<file path="src/rtl/core/rasr_pkg.sv">
// shared types and constants for the rational add/sub/reduce block
// no dependencies; used by every module under rtl/core except rasr_div
package rasr_pkg;

  localparam int unsigned FieldW = 32;

  typedef enum logic [1:0] {
    CMD_REDUCE = 2'd0,
    CMD_ADD    = 2'd1,
    CMD_SUB    = 2'd2,
    CMD_EQUAL  = 2'd3
  } cmd_e;

  typedef enum logic [1:0] {
    ST_OK       = 2'd0,
    ST_ZERO_DEN = 2'd1,
    ST_RANGE    = 2'd2
  } status_e;

  typedef enum logic [1:0] {
    PH_A = 2'd0,
    PH_B = 2'd1,
    PH_R = 2'd2
  } phase_e;

  typedef enum logic [3:0] {
    BK_IDLE,
    BK_GCD,
    BK_DIVN,
    BK_DIVN_W,
    BK_DIVD,
    BK_DIVD_W,
    BK_FIX,
    BK_MULP,
    BK_MULQ,
    BK_MULD,
    BK_ADD,
    BK_CHECK,
    BK_DONE
  } back_state_e;

  typedef struct packed {
    logic [1:0]               cmd;
    logic signed [FieldW-1:0] a_num;
    logic signed [FieldW-1:0] a_den;
    logic signed [FieldW-1:0] b_num;
    logic signed [FieldW-1:0] b_den;
  } in_t;

  typedef struct packed {
    logic signed [FieldW-1:0] res_num;
    logic [FieldW-2:0]        res_den;
    logic                     is_equal;
    logic [1:0]               status;
  } out_t;

  // classified item between front and back: magnitudes at full field width
  typedef struct packed {
    logic [1:0]        cmd;
    logic              zero_err;
    logic              a_neg;
    logic [FieldW-1:0] a_mag;
    logic [FieldW-1:0] a_den;
    logic              b_neg;
    logic [FieldW-1:0] b_mag;
    logic [FieldW-1:0] b_den;
  } entry_t;

endpackage

</file>
<file path="src/rtl/core/rasr_front.sv">
// front end: splits operands into sign and magnitude, flags zero denominators
// depends on rasr_pkg
module rasr_front #(
  parameter int unsigned OPERAND_WIDTH = 32
) (
  input  rasr_pkg::in_t    item_i,
  output rasr_pkg::entry_t entry_o
);

  localparam int unsigned W = OPERAND_WIDTH;

  logic [W-1:0] an, ad, bn, bd;
  logic [W-1:0] an_m, ad_m, bn_m, bd_m;
  logic         za, zb;

  assign an = item_i.a_num[W-1:0];
  assign ad = item_i.a_den[W-1:0];
  assign bn = item_i.b_num[W-1:0];
  assign bd = item_i.b_den[W-1:0];

  // most negative value maps onto its own magnitude, 2^(w-1)
  assign an_m = an[W-1] ? W'(-an) : an;
  assign ad_m = ad[W-1] ? W'(-ad) : ad;
  assign bn_m = bn[W-1] ? W'(-bn) : bn;
  assign bd_m = bd[W-1] ? W'(-bd) : bd;

  assign za = (ad_m == '0);
  assign zb = (bd_m == '0);

  always_comb begin
    entry_o          = '0;
    entry_o.cmd      = item_i.cmd;
    entry_o.zero_err = za || ((item_i.cmd != rasr_pkg::CMD_REDUCE) && zb);
    entry_o.a_neg    = an[W-1] ^ ad[W-1];
    entry_o.a_mag    = rasr_pkg::FieldW'(an_m);
    entry_o.a_den    = za ? rasr_pkg::FieldW'(1) : rasr_pkg::FieldW'(ad_m);
    entry_o.b_neg    = bn[W-1] ^ bd[W-1];
    entry_o.b_mag    = rasr_pkg::FieldW'(bn_m);
    entry_o.b_den    = zb ? rasr_pkg::FieldW'(1) : rasr_pkg::FieldW'(bd_m);
  end

endmodule

</file>
<file path="config.mk">
export PLATFORM = sky130hd
export DESIGN_NAME = rasr_front
export DESIGN_NICKNAME = d
export VERILOG_FILES = /design/src/rtl/core/rasr_pkg.sv /design/src/rtl/core/rasr_front.sv
export SDC_FILE = /design/constraint.sdc
export NUM_CORES = 1
export LEC_CHECK = 0
export BUFFER_PORTS_ARGS = -buffer_cell sky130_fd_sc_hd__buf_4
export CORE_AREA = 2 2 102 104
export DETAILED_ROUTE_END_ITERATION = 10
export DIE_AREA = 0 0 104 106
export GPL_TIMING_DRIVEN = 0
export PLACE_DENSITY_LB_ADDON = 0.3
export SYNTH_ARGS = -nofsm -noshare
export SYNTH_HDL_FRONTEND = slang
export SYNTH_SLANG_ARGS = --single-unit
</file>
<file path="constraint.sdc">
create_clock -name vclk -period 2.7
set_clock_uncertainty 0.15 [all_clocks]
set_input_delay 0.135 -clock vclk [all_inputs]
set_output_delay 0.135 -clock vclk [all_outputs]
set_load 0.005 [all_outputs]
</file>
==> run summary <==
status - finished, violations left
failing checks - setup timing
Post-DRT Antenna Nets - 0
main area contributors after synthesis - xnor2_1, o31ai_1, o21ai_0, o41ai_1, nand2_1
Worst setup EP type - output pin
critical setup path kind - in2out
Hold WC Path Type - in2out
Synth Area in Compound Gates - 27.6%
max cap viols - 0
via count - 5058
drt initial violations - 232
final net count - 910
first-pass GRT wire length - 24200 um
top-area cell type share of the netlist area - 29.4%
Worst IR Drop VDD - 0.0893 mV
sequential cell count - 0
Static Leak - 0.00255 uW
WP data required - 2.41 ns
Post-CTS Hold Fix Bufs - 0
vias per cell - 5.56
Synth Area in Simple Gates - 32.6%
layout cell share with drive strength beyond 1 - 51.9%
Total GRT Usage - 25.3%
# diodes - 0
Tightest Pin Transition - 0.643 ns
WP buf/inv - 4
leading cell type in the layout, fill and taps excluded - buf_4
Top delay family on crit path - simple AND/OR/NAND/NOR gates
Distinct cells, synth - 54
DP HPWL - 11600 um
core area - 10000 um^2
mux contribution to synthesized area - 0.909%
vias in the first global route - 4898
synthesized instance count - 482
Ys Warns - 0
CP dominant cell by count - or4b_4
Synth Area in Adders - 1.51%
Horiz. Die Dim - 104 um
largest family of logic cells by synthesized area - simple AND/OR/NAND/NOR gates
initial antenna violation count - 0
register area - 0 um^2
Rows - 37
RSZ-0062 raised after global routing - true
Post-route DRC - 0
synthesized area - 3300 um^2
die height - 106 um
Fill cells - 852
Fin. Hold Viols - 0
Top Usage Layer GRT - met2
WL per Instance - 17.0 um
1st-pass router iterations - 4
Pwr Density - 170 nW/um^2
minimum clock period - 3.11 ns
Rel. slew slack - 56.7%
Synth area leader - xnor2_1
delay of the slowest critical-path stage - 0.56 ns
I/O Buffers - 258
final slew viol count - 0
die area - 11000 um^2
crit path cell chain - buf_8, inv_4, ha_4, or4b_4, buf_12, o41ai_4, xnor2_2, or4b_4, nor3_2, nand4_1, o21ai_2, buf_4
DRT Wirelength - 15500 um
largest net degree at the start of global routing - 11
met2 Use GR - 47.3%
CLK BUF - 0
XOR/XNOR Fraction of Synth Area - 31.0%
Max stage delay cell, worst path - or4b_4
met3 Resource Use GR - 2.51%
Initial Utilization - 33.0%
total grt overflow - 0
Post-Route Utilization - 63.6%
worst setup margin - -0.412 ns
Seq/Total Area, Yosys - 0%
period utilization - 115%
GP Congestion - 0.939
met1 usage - 30.8%
worst hold slack - 0.381 ns
Ports - 263
Peak Freq - 321 MHz
Startpoint Class - primary input
Layout area overhead - 92.4%
most frequent cells in the layout - buf_4, xnor2_1, nand2_1
syn_area_per_cell - 6.86 um^2
# setup viols final - 10
Max Fanout on Critical Path - 3
Synthesized Nets - 616
crit path DAT - 2.83 ns
==> Yosys cell counts (all sizes together), types with 6 or more instances <==
cell	count
o21ai	40
or2	8
nor4	16
nand3	8
xor2	6
nand2	41
buf	9
or4	20
clkbuf	23
o41ai	24
nor3	12
nand4	11
or3	23
o31ai	35
nand2b	12
inv	19
nor2	18
xnor2	111
==> through the flow <==
stage	power, uW	TNS, ns	setup WS, ns	cells	instance area (um^2)
3_5_place_dp	970	-6.08	-0.721	876	5490
4_1_cts	1040	-2.06	-0.384	905	6130
2_1_floorplan	391	-0.185	-0.0954	482	3380
6_report	1080	-2.33	-0.412	910	6360
3_3_place_gp	958	-5.07	-0.697	876	5490
5_1_grt	1160	-3.05	-0.476	910	6360
==> path summary, 6_finish.rpt <==
| path | startpoint | endpoint | slack [ns] | cells after the start |
|---|---|---|---|---|
| worst min-delay path | item_i[62] | entry_o[63] | 0.38 | 3 |
| worst max-delay path | item_i[65] | entry_o[65] | -0.41 | 12 |
==> layout make-up <==
class	count	area (um^2)	share of cell area [%]
tap	136	170	2.68
timing repair buffer	294	2290	36.0
buffer	30	180	2.83
inverter	19	76.3	1.20
multi-input combinational	431	3640	57.3
==> layer usage <==
| metal | routed length, um | vias to the layer above |
|---|---|---|
| met5 | 0 | - |
| met3 | 925 | 39 |
| met1 | 6120 | 2369 |
| met4 | 442 | 0 |
| met2 | 7960 | 242 |
| li1 | - | 2408 |
==> cells by family after synthesis <==
kind of cell	count (synthesis)
compound gates	124
simple gates	183
fa+ha+maj	4
mux	3
buf+inv	51
xor+xnor	117
==> power breakdown <==
part           total (uW)  switching [uW]  internal (uW)
Clock                   0               0              0
Sequential              0               0              0
Combinational        1080             486            596
==> what timing repair did <==
| action | 4_1_cts | 5_1_grt |
|---|---|---|
| gates cloned | 1 | 0 |
| buffers inserted | 29 | 6 |
| resized for setup | 95 | 34 |
| setup endpoints to repair | 24 | 21 |
| pin swaps | 33 | 17 |
(Power assumes the default switching activity.)
