**src/rtl/core/rasr_pkg.sv**
```systemverilog
// shared types and constants for the rational add/sub/reduce block
// no dependencies; used by every module under rtl/core except rasr_div
package rasr_pkg;

  localparam int unsigned FieldW = 32;

  typedef enum logic [1:0] {
    CMD_REDUCE = 2'd0,
    CMD_ADD    = 2'd1,
    CMD_SUB    = 2'd2,
    CMD_EQUAL  = 2'd3
  } cmd_e;

  typedef enum logic [1:0] {
    ST_OK       = 2'd0,
    ST_ZERO_DEN = 2'd1,
    ST_RANGE    = 2'd2
  } status_e;

  typedef enum logic [1:0] {
    PH_A = 2'd0,
    PH_B = 2'd1,
    PH_R = 2'd2
  } phase_e;

  typedef enum logic [3:0] {
    BK_IDLE,
    BK_GCD,
    BK_DIVN,
    BK_DIVN_W,
    BK_DIVD,
    BK_DIVD_W,
    BK_FIX,
    BK_MULP,
    BK_MULQ,
    BK_MULD,
    BK_ADD,
    BK_CHECK,
    BK_DONE
  } back_state_e;

  typedef struct packed {
    logic [1:0]               cmd;
    logic signed [FieldW-1:0] a_num;
    logic signed [FieldW-1:0] a_den;
    logic signed [FieldW-1:0] b_num;
    logic signed [FieldW-1:0] b_den;
  } in_t;

  typedef struct packed {
    logic signed [FieldW-1:0] res_num;
    logic [FieldW-2:0]        res_den;
    logic                     is_equal;
    logic [1:0]               status;
  } out_t;

  // classified item between front and back: magnitudes at full field width
  typedef struct packed {
    logic [1:0]        cmd;
    logic              zero_err;
    logic              a_neg;
    logic [FieldW-1:0] a_mag;
    logic [FieldW-1:0] a_den;
    logic              b_neg;
    logic [FieldW-1:0] b_mag;
    logic [FieldW-1:0] b_den;
  } entry_t;

endpackage

```
**src/rtl/core/rasr_queue.sv**
```systemverilog
// short register queue of classified items between front and back
// depends on rasr_pkg
module rasr_queue #(
  parameter int unsigned DEPTH = 2
) (
  input  logic             clk_i,
  input  logic             rst_ni,
  input  logic             push_i,
  input  rasr_pkg::entry_t data_i,
  output logic             full_o,
  input  logic             pop_i,
  output logic             empty_o,
  output rasr_pkg::entry_t data_o
);

  localparam int unsigned PW = (DEPTH > 1) ? $clog2(DEPTH) : 1;
  localparam int unsigned CW = $clog2(DEPTH + 1);

  rasr_pkg::entry_t  mem_q [DEPTH];
  logic [PW-1:0]     wr_q, wr_d, rd_q, rd_d;
  logic [CW-1:0]     cnt_q, cnt_d;

  assign full_o  = (cnt_q == CW'(DEPTH));
  assign empty_o = (cnt_q == '0);
  assign data_o  = mem_q[rd_q];

  always_comb begin
    wr_d  = wr_q;
    rd_d  = rd_q;
    cnt_d = cnt_q;
    if (push_i) begin
      wr_d = (wr_q == PW'(DEPTH - 1)) ? '0 : wr_q + 1'b1;
    end
    if (pop_i) begin
      rd_d = (rd_q == PW'(DEPTH - 1)) ? '0 : rd_q + 1'b1;
    end
    if (push_i && !pop_i) begin
      cnt_d = cnt_q + 1'b1;
    end else if (pop_i && !push_i) begin
      cnt_d = cnt_q - 1'b1;
    end
  end

  always_ff @(posedge clk_i or negedge rst_ni) begin
    if (!rst_ni) begin
      wr_q  <= '0;
      rd_q  <= '0;
      cnt_q <= '0;
    end else begin
      wr_q  <= wr_d;
      rd_q  <= rd_d;
      cnt_q <= cnt_d;
    end
  end

  always_ff @(posedge clk_i) begin
    if (push_i) begin
      mem_q[wr_q] <= data_i;
    end
  end

endmodule

```
**config.mk**
```make
export PLATFORM = sky130hd
export DESIGN_NAME = rasr_queue
export DESIGN_NICKNAME = d
export VERILOG_FILES = /design/src/rtl/core/rasr_pkg.sv /design/src/rtl/core/rasr_queue.sv
export SDC_FILE = /design/constraint.sdc
export NUM_CORES = 1
export LEC_CHECK = 0
export ABC_AREA = 1
export BUFFER_PORTS_ARGS = -buffer_cell sky130_fd_sc_hd__buf_2
export CORE_AREA = 5 5 138 140
export CTS_BUF_LIST = sky130_fd_sc_hd__clkbuf_8
export DETAILED_ROUTE_END_ITERATION = 6
export DIE_AREA = 0 0 143 145
export GPL_ROUTABILITY_DRIVEN = 1
export HOLD_SLACK_MARGIN = 0.02
export PLACE_DENSITY = 0.91
export SYNTH_ARGS = -nofsm -noshare
export SYNTH_HDL_FRONTEND = slang
export SYNTH_SLANG_ARGS = --single-unit
```
**constraint.sdc**
```tcl
create_clock -name clk_i -period 14.9 [get_ports clk_i]
set_input_delay 0.745 -clock clk_i [delete_from_list [all_inputs] [get_ports clk_i]]
set_output_delay 0.745 -clock clk_i [all_outputs]
set_load 0.02 [all_outputs]
```
==> results of run 1 <==
-- cells by family (layout without fill, tap and decap cells) --
family	Yosys count	after routing	share of synthesized area
other	0	1	0
multiplexers	133	133	0.172
adder cells (fa/ha/maj)	1	1	0.00125
AND/OR/NAND/NOR	10	10	0.00411
XOR/XNOR	3	3	0.00262
buffers and inverters	22	358	0.0151
flip-flops	270	270	0.805
-- synthesized netlist by cell type --
| master | instances |
|---|---|
| edfxtp_1 | 266 |
| inv_1 | 7 |
| mux2_4 | 60 |
| ha_1 | 1 |
| nand4_1 | 1 |
| nor2_1 | 3 |
| xor2_1 | 2 |
| nand3_1 | 1 |
| mux2_2 | 73 |
| xnor2_1 | 1 |
| buf_2 | 7 |
| buf_6 | 8 |
| dfrtp_1 | 4 |
| nand2_1 | 5 |
-- worst paths after layout --
path                            depth (start not counted)           end  slack [ps]
worst max-delay path                                    3   data_o[107]       10850
worst min-delay path                                    1  mem_q[1][29]         420
worst max register to register                          2          rd_q       12410
worst min register to register                          2      cnt_q[1]         540
max in group asynchronous                               2          rd_q       14140
min in group asynchronous                               2          wr_q         620
-- cell type report --
class                      instances  area [sq um]
fill                            1099          5350
clock buffer                      43           592
tap                              229           287
antenna                            1          2.50
sequential                       270          8090
multi-input combinational        147          1810
timing repair buffer             276          1400
inverter                           7          31.3
clock inverter                    32           156
-- power breakdown --
part | internal, uW | switching, uW | leakage [uW] | total, uW
logic | 336 | 447 | 0.00195 | 784
clock network | 285 | 258 | 0.000430 | 542
registers | 1010 | 80.0 | 0.00254 | 1090
total | 1630 | 785 | 0.00492 | 2420
-- sequential cells by signal, summed over array words and instances (netlist names) --
name / count
cnt_q: 2
wr_q: 1
rd_q: 1
mem_q: 266
-- layer usage --
metal / wire (microns) / global-route usage
met5: 54 / 0
met2: 10300 / 0.325
met4: 481 / 0.0627
met3: 1740 / 0.0612
met1: 7400 / 0.215
-- stage by stage --
step	hold WS (ps)	util	worst slack [ps]	cell area, sq um	power (uW)
after floorplan	449	-	7920	10000	1680
after global placement	481	0.655	11500	11600	1870
after detailed placement	524	0.655	11440	11600	1900
after CTS	382	0.698	10870	12400	2440
after global routing	378	0.698	10730	12400	2530
final	422	0.698	10850	12400	2420
==> impl_metrics.ini, run 1 <==
[critical_path]
worstSetupEndpointType = output pin
cp-startpoint = rd_q
critPathLaunchType = flip-flop
cp.required_ps = 14160
crit_type = reg -> out
crit_path_top_delay_cell = dfrtp_4
critPathMaxStageDelay_ps = 1060
cp.buffers_inverters = 2
crit_fanout = 73
arrival_ps = 3300
worstReg2RegStart = rd_q
critPathTopFamily = buffers and inverters
crit_chain = buf_4 -> mux2_2 -> buf_2

[cells_and_area]
drive_gt1_frac = 0.592
synthToLayoutAreaGrowth_pct = 23.2
instances_no_fill = 1005
layout_common_cells = buf_2 (271), edfxtp_1 (266), mux2_2 (73)
final_nets = 881
layout_commonest_cell = buf_2

[run_status]
status = finished clean

[sta]
relSlewSlack = 0.234
finalClockSkew_ps = 7.06
period_minus_slack_ps = 4050
finalMaxSlewViolations = 0
tns_ps = 0
worst-slew-pin-transition_ps = 1150
setup-violations-final = 0
hold_viol_final = 0
fin_crit_sh = 0.272
rsz0062_at_grt = no
fmax_mhz = 247

[global_route]
grt_start_max_net_pins = 86
grt_pass1_wl_mm = 29.9
grt_pass1_vias = 5636
grt_overflow = 0
gr-usage-all-layers = 0.186
antenna_found_initial = 4

[synth]
synth_cell_type_count = 14
synth-seq-cells = 270
syn_area_sq_um = 10000
synthTopCellsByArea = edfxtp_1 (80%), mux2_4 (9.0%), mux2_2 (8.2%)
postSynthAreaPerCell_sq_um = 22.9
synth_top_area_share = 0.795
syn-num-nets = 577
syn_inst = 439
yosysWarnings = 0
yosysSeqAreaShare = 0.805
synth_area_leader_cell = edfxtp_1

[clocking]
ctsRootBufferMaster = clkbuf_8
cts_buffer_depth = 3
cts_resized = 0
holdBufCountCts = 1
cts-buffers-inserted = 41
postCtsSetupBuffers = 0
cts_tree = done
insertion_delay_ps = 500
cts.sinks = 270
htreeDepth = 2
clk_pin_slew_worst_paths_ps = 70

[detailed_routing]
vias = 5190
remaining_drc_errors = 0
wl_mm = 20.0
drtAntennaViolNets = 0
dr.pass1.iters = 4
wl_per_cell_microns = 19.9
dr.first_iter.drc_count = 321
avgViaCountPerCell = 5.16

[floorplan]
die_area_sq_um = 20700
die-width_microns = 143
core_sq_um = 17700
row_count = 49
die_h_microns = 145
pin_count = 272
start_util = 0.567

[place]
placed_cells = 928
dp_hpwl_mm = 13.5
gp_congestion = 0.759
io_buffers = 271

[min_path]
min_from = data_i[29]
hp-class = in -> reg

[run]
drv_cap = 0

[pwr]
vdd_ir_drop_max_v = 0.000118
p_per_area_nw_per_um2 = 195
leakagePower_uw = 0.00492
No activity file was read; power rests on OpenSTA's default activity.
==> run 2, diff against run 1 <==
--- a/config.mk
+++ b/config.mk
@@ -7,13 +7,13 @@
 export LEC_CHECK = 0
 export ABC_AREA = 1
 export BUFFER_PORTS_ARGS = -buffer_cell sky130_fd_sc_hd__buf_2
-export CORE_AREA = 5 5 138 140
+export CORE_AREA = 5 5 143 145
 export CTS_BUF_LIST = sky130_fd_sc_hd__clkbuf_8
 export DETAILED_ROUTE_END_ITERATION = 6
-export DIE_AREA = 0 0 143 145
+export DIE_AREA = 0 0 148 150
 export GPL_ROUTABILITY_DRIVEN = 1
 export HOLD_SLACK_MARGIN = 0.02
-export PLACE_DENSITY = 0.91
+export PLACE_DENSITY = 0.86
 export SYNTH_ARGS = -nofsm -noshare
 export SYNTH_HDL_FRONTEND = slang
 export SYNTH_SLANG_ARGS = --single-unit
==> constraint.sdc (replaced) <==
create_clock -name clk_i -period 4 [get_ports clk_i]
set_input_delay 0.2 -clock clk_i [delete_from_list [all_inputs] [get_ports clk_i]]
set_output_delay 0.2 -clock clk_i [all_outputs]
set_load 0.02 [all_outputs]
==> impl_metrics.ini, run 2 (synthesis gave the netlist of run 1 again) <==
[critical_path]
cp.required_ps = 3800
cp-startpoint = rd_q
critPathLaunchType = flip-flop
worstReg2RegStart = wr_q
crit_type = reg -> out
regToRegSetupSlack_ps = 1870
worstSetupEndpointType = output pin
crit_fanout = 63
arrival_ps = 2270
regToRegEndpoint = mem_q[1][9]
rr_worst_depth = 3

[sta]
period_minus_slack_ps = 2470
worst-slew-pin-transition_ps = 907
finalMaxSlewViolations = 0
setup-violations-final = 0
tns_ps = 0
relSlewSlack = 0.396
finalClockSkew_ps = 13.9
rsz0062_at_grt = no
fin_crit_sh = 0.617
hold_viol_final = 0
fmax_mhz = 405

[pwr]
power.switching_uw = 3060
p_per_area_nw_per_um2 = 672
clkPwrFrac = 0.226
p_sw_frac = 0.330
internal_power_uw = 6210
p_seq_frac = 0.423
vdd_ir_drop_max_v = 0.000573
pwr-share-comb = 0.351
leakagePower_uw = 0.00551

[min_path]
whs_endpoint = mem_q[0][128]
min_from = data_i[128]
hold_depth = 2
hp-class = in -> reg

[floorplan]
start_util = 0.526
die-width_microns = 148
die_area_sq_um = 22200
die_h_microns = 150
pin_count = 272
core_sq_um = 19100
row_count = 51

[clocking]
clk_pin_slew_worst_paths_ps = 60
cts_tree = done
ctsRootBufferMaster = clkbuf_8
htreeDepth = 2
cts-buffers-inserted = 42
cts.sinks = 270
insertion_delay_ps = 510
cts_buffer_depth = 3

[detailed_routing]
avgViaCountPerCell = 5.09
wl_mm = 23.6
vias = 5854
remaining_drc_errors = 0
drtAntennaViolNets = 0
dr.pass1.iters = 5
wl_per_cell_microns = 20.5
dr.first_iter.drc_count = 272

[cells_and_area]
layout_commonest_cell = buf_2
layout_common_cells = buf_2 (271), edfxtp_1 (266), dlygate4sd3_1 (137)
top_regs = mem_q: 266 flops, cnt_q: 2 flops
final_nets = 1019
fin_area_sq_um = 13800
largest-register = mem_q
drive_gt1_frac = 0.507
fill_cells = 1074
largest_reg_flops = 266
synthToLayoutAreaGrowth_pct = 37.2

[global_route]
grt_start_max_net_pins = 134
grt_pass1_wl_mm = 35.6
gr-usage-all-layers = 0.208
grt_pass1_vias = 6572
grt_overflow = 0
antenna_found_initial = 1

[place]
gp_congestion = 0.779
io_buffers = 271
dp_hpwl_mm = 12.8
dpl_cell_area_sq_um = 11600

[run]
drv_cap = 0

[run_status]
status = finished clean
## run 2: area by class of cell
cell class / instances / area (sq um) / share of cell area
Clock buffer: 45 / 619 / 0.0450
Tap cell: 238 / 298 / 0.0216
Sequential cell: 270 / 8090 / 0.587
Inverter: 7 / 31.3 / 0.00227
Timing Repair Buffer: 413 / 2790 / 0.203
Multi-Input combinational cell: 147 / 1810 / 0.131
Antenna cell: 2 / 5.00 / 0.000363
Clock inverter: 27 / 131 / 0.00954
## run 2: metrics by stage
step                      cells  setup WS (ps)  utilization  total power [uW]  hold WS [ps]
after floorplan             439            471            -              6210         -95.6
after global placement      938           1980        0.611              6960          4.44
after detailed placement    938           1910        0.611              7070          9.61
after CTS                  1147           1510        0.722              9250           364
after global routing       1148           1420        0.722              9650           385
final                      1149           1530        0.722              9260           409
## run 2: timing repair
item                      in CTS  in global routing
hold buffers                 137                  0
setup buffers                  0                  0
hold endpoints to repair     272                  0
resized for setup              0                  0
## run 2: worst max path at each step
stage	end	slack [ps]	depth (start not counted)
after floorplan	mem_q[1][0]	470	2
after global placement	mem_q[1][41]	1980	3
after detailed placement	mem_q[1][37]	1910	3
after CTS	data_o[32]	1510	3
after global routing	data_o[107]	1420	3
final	data_o[32]	1530	3
## run 2: critical path, cell delays in order (launching register included)
cell	delay, ps
dfrtp_4	420
buf_4	670
mux2_2	430
buf_2	160
## run 2: metal layers
metal	track usage	part of all wire	up-vias
li1	-	-	2626
met2	0.387	0.54	284
met3	0.0494	0.069	53
met1	0.230	0.36	2891
met4	0.0831	0.027	0
met5	0	0	-
## run 2: power by group through the flow
stage          Sequential [uW]  Clock (uW)  Combinational (uW)
2_1_floorplan             3950           0                2270
3_3_place_gp              3920           0                3040
3_5_place_dp              3960           0                3110
4_1_cts                   3910        2120                3220
5_1_grt                   3960        2280                3410
6_report                  3920        2090                3250
==> run 3, diff against run 2 <==
--- a/config.mk
+++ b/config.mk
@@ -5,7 +5,7 @@
 export SDC_FILE = /design/constraint.sdc
 export NUM_CORES = 1
 export LEC_CHECK = 0
-export ABC_AREA = 1
+export ABC_AREA = 0
 export BUFFER_PORTS_ARGS = -buffer_cell sky130_fd_sc_hd__buf_2
 export CORE_AREA = 5 5 143 145
 export CTS_BUF_LIST = sky130_fd_sc_hd__clkbuf_8
==> constraint.sdc (replaced) <==
create_clock -name clk_i -period 2.38 [get_ports clk_i]
set_input_delay 0.119 -clock clk_i [delete_from_list [all_inputs] [get_ports clk_i]]
set_output_delay 0.119 -clock clk_i [all_outputs]
set_load 0.02 [all_outputs]
==> impl_metrics.ini, run 3 <==
[detailed_routing]
wl_mm = 22.6
drtAntennaViolNets = 0
avgViaCountPerCell = 4.95
wl_per_cell_microns = 19.7
dr.first_iter.drc_count = 289
vias = 5688
remaining_drc_errors = 0
dr.pass1.iters = 5

[floorplan]
die-width_microns = 148
pin_count = 272
core_sq_um = 19100
die_h_microns = 150
die_area_sq_um = 22200
row_count = 51
start_util = 0.525

[global_route]
grt_overflow = 0
antenna_found_initial = 2
grt_start_max_net_pins = 81
gr-usage-all-layers = 0.199
grt_pass1_vias = 6399
grt_pass1_wl_mm = 34.3

[sta]
period_minus_slack_ps = 2140
hold_viol_final = 0
worst-slew-pin-transition_ps = 730
rsz0062_at_grt = no
hold_ws_ps = 326
fin_ws_ps = 241
finalMaxSlewViolations = 0
fmax_mhz = 467
fin_crit_sh = 0.899
finalClockSkew_ps = 9.65
setup-violations-final = 0
relSlewSlack = 0.513

[pwr]
p_sw_frac = 0.326
pwr-share-comb = 0.354
power.switching_uw = 5110
p_seq_frac = 0.422
leakagePower_uw = 0.00553
p_per_area_nw_per_um2 = 1130
finalPower_uw = 15700
clkPwrFrac = 0.225
internal_power_uw = 10600
vdd_ir_drop_max_v = 0.000753

[synth]
syn_inst = 430
ys.flop_type = edfxtp_1
synth_top_area_share = 0.797
synthArstFlopShare = 0.0148
yosysMostFrequentCell = edfxtp_1
synth_area_leader_cell = edfxtp_1
synth_cell_type_count = 13
syn_area_sq_um = 10000
synth-seq-cells = 270
yosysSeqAreaShare = 0.807
synth_edf_count = 266
synthTopCellsByArea = edfxtp_1 (80%), mux2_4 (9.0%), mux2_2 (8.2%)
postSynthAreaPerCell_sq_um = 23.3
synthTopCellsByCount = edfxtp_1 (266), mux2_2 (73), mux2_4 (60), buf_6 (8), buf_2 (7)
yosysWarnings = 0
syn-num-nets = 568

[clocking]
cts.sinks = 270
insertion_delay_ps = 510
holdBufCountCts = 137
cts_resized = 0
ctsRootBufferMaster = clkbuf_8
clk_pin_slew_worst_paths_ps = 70
cts_buffer_depth = 3
cts-buffers-inserted = 43
postCtsSetupBuffers = 0
htreeDepth = 2
cts_tree = done

[cells_and_area]
drive_gt1_frac = 0.520
layout_common_cells = buf_2 (271), edfxtp_1 (266), dlygate4sd3_1 (137)
largest_reg_flops = 266
fill_cells = 1083
final_nets = 1020
top_regs = mem_q: 266 flops, cnt_q: 2 flops
instances_no_fill = 1149
largest-register = mem_q
synthToLayoutAreaGrowth_pct = 38.5
fin_util = 0.727
layout_commonest_cell = buf_2

[critical_path]
cp.buffers_inverters = 3
arrival_ps = 2020
worstSetupEndpointType = output pin
critPathMaxStageDelay_ps = 540
crit_path_top_delay_cell = dfrtp_4
crit_chain = buf_12 -> buf_12 -> mux2_2 -> buf_2
cp.required_ps = 2260
crit_type = reg -> out
critPathTopFamily = buffers and inverters
crit_top_cell = buf_12
crit_fanout = 24
critPathLaunchType = flip-flop

[place]
gp_congestion = 0.787
placed_cells = 938
dp_hpwl_mm = 13.2
io_buffers = 271
pre_cts_ws_ps = 769

[run]
drv_cap = 0

[min_path]
hp-class = in -> reg

[run_status]
status = finished clean
[run 3: cell types whose count changed after synthesis]
cell / previous run / this run
nand2_1: 5 / 0
nand4_1: 1 / 0
xor2_1: 2 / 4
nor2b_1: 0 / 2
nor2_1: 3 / 2
inv_1: 7 / 1
and2_1: 0 / 1
nand3_1: 1 / 0
[run 3: cell type report]
class                   instances  area [sq um]  share of cell area
repair buffers                422          2910               0.210
flip-flops and latches        270          8090               0.583
inverters                       1          3.75            0.000271
clock inverters                27           135             0.00974
multi-input cells             144          1820               0.131
diodes                          2          5.00            0.000361
clock buffers                  45           619              0.0446
well taps                     238           298              0.0215
[run 3: power groups by stage]
stage	logic (uW)	clock network [uW]	registers, uW
2_1_floorplan	3800	0	6610
3_3_place_gp	5250	0	6620
6_report	5550	3520	6620
5_1_grt	5830	3860	6690
3_5_place_dp	5340	0	6690
4_1_cts	5530	3590	6600
[run 3: layer usage]
metal,track usage,routed length [microns]
met5,0,0
met4,0.0582,466
met3,0.0569,1780
met2,0.365,12100
met1,0.227,8230
[run 3: final timing paths]
kind                                 start           end  slack [ps]  depth (start not counted)
max in group asynchronous           rst_ni          rd_q        1640                          3
worst min register to register    cnt_q[1]      cnt_q[1]         510                          1
worst max-delay path                  rd_q   data_o[113]         240                          4
worst max register to register        wr_q  mem_q[0][92]         790                          2
min in group asynchronous           rst_ni          rd_q         550                          3
worst min-delay path            data_i[74]  mem_q[1][74]         330                          2
[run 3: kinds of logic (layout without fill, tap and decap cells)]
group,count (synthesis),after routing,share of synthesized area
xor gates and xnor gates,5,5,0.00437
adders and majority gates,1,1,0.00125
buffers and inverters,16,495,0.0129
DFF,270,270,0.807
muxes,133,133,0.172
other,0,2,0
and+or+nand+nor,5,5,0.00262
[run 3: stage by stage]
| step | instance area [sq um] | TNS (ps) |
|---|---|---|
| finish | 13900 | 0 |
| CTS | 13900 | 0 |
| global placement | 11700 | 0 |
| detailed placement | 11700 | 0 |
| global route | 13900 | 0 |
| floorplan | 10000 | -76680 |
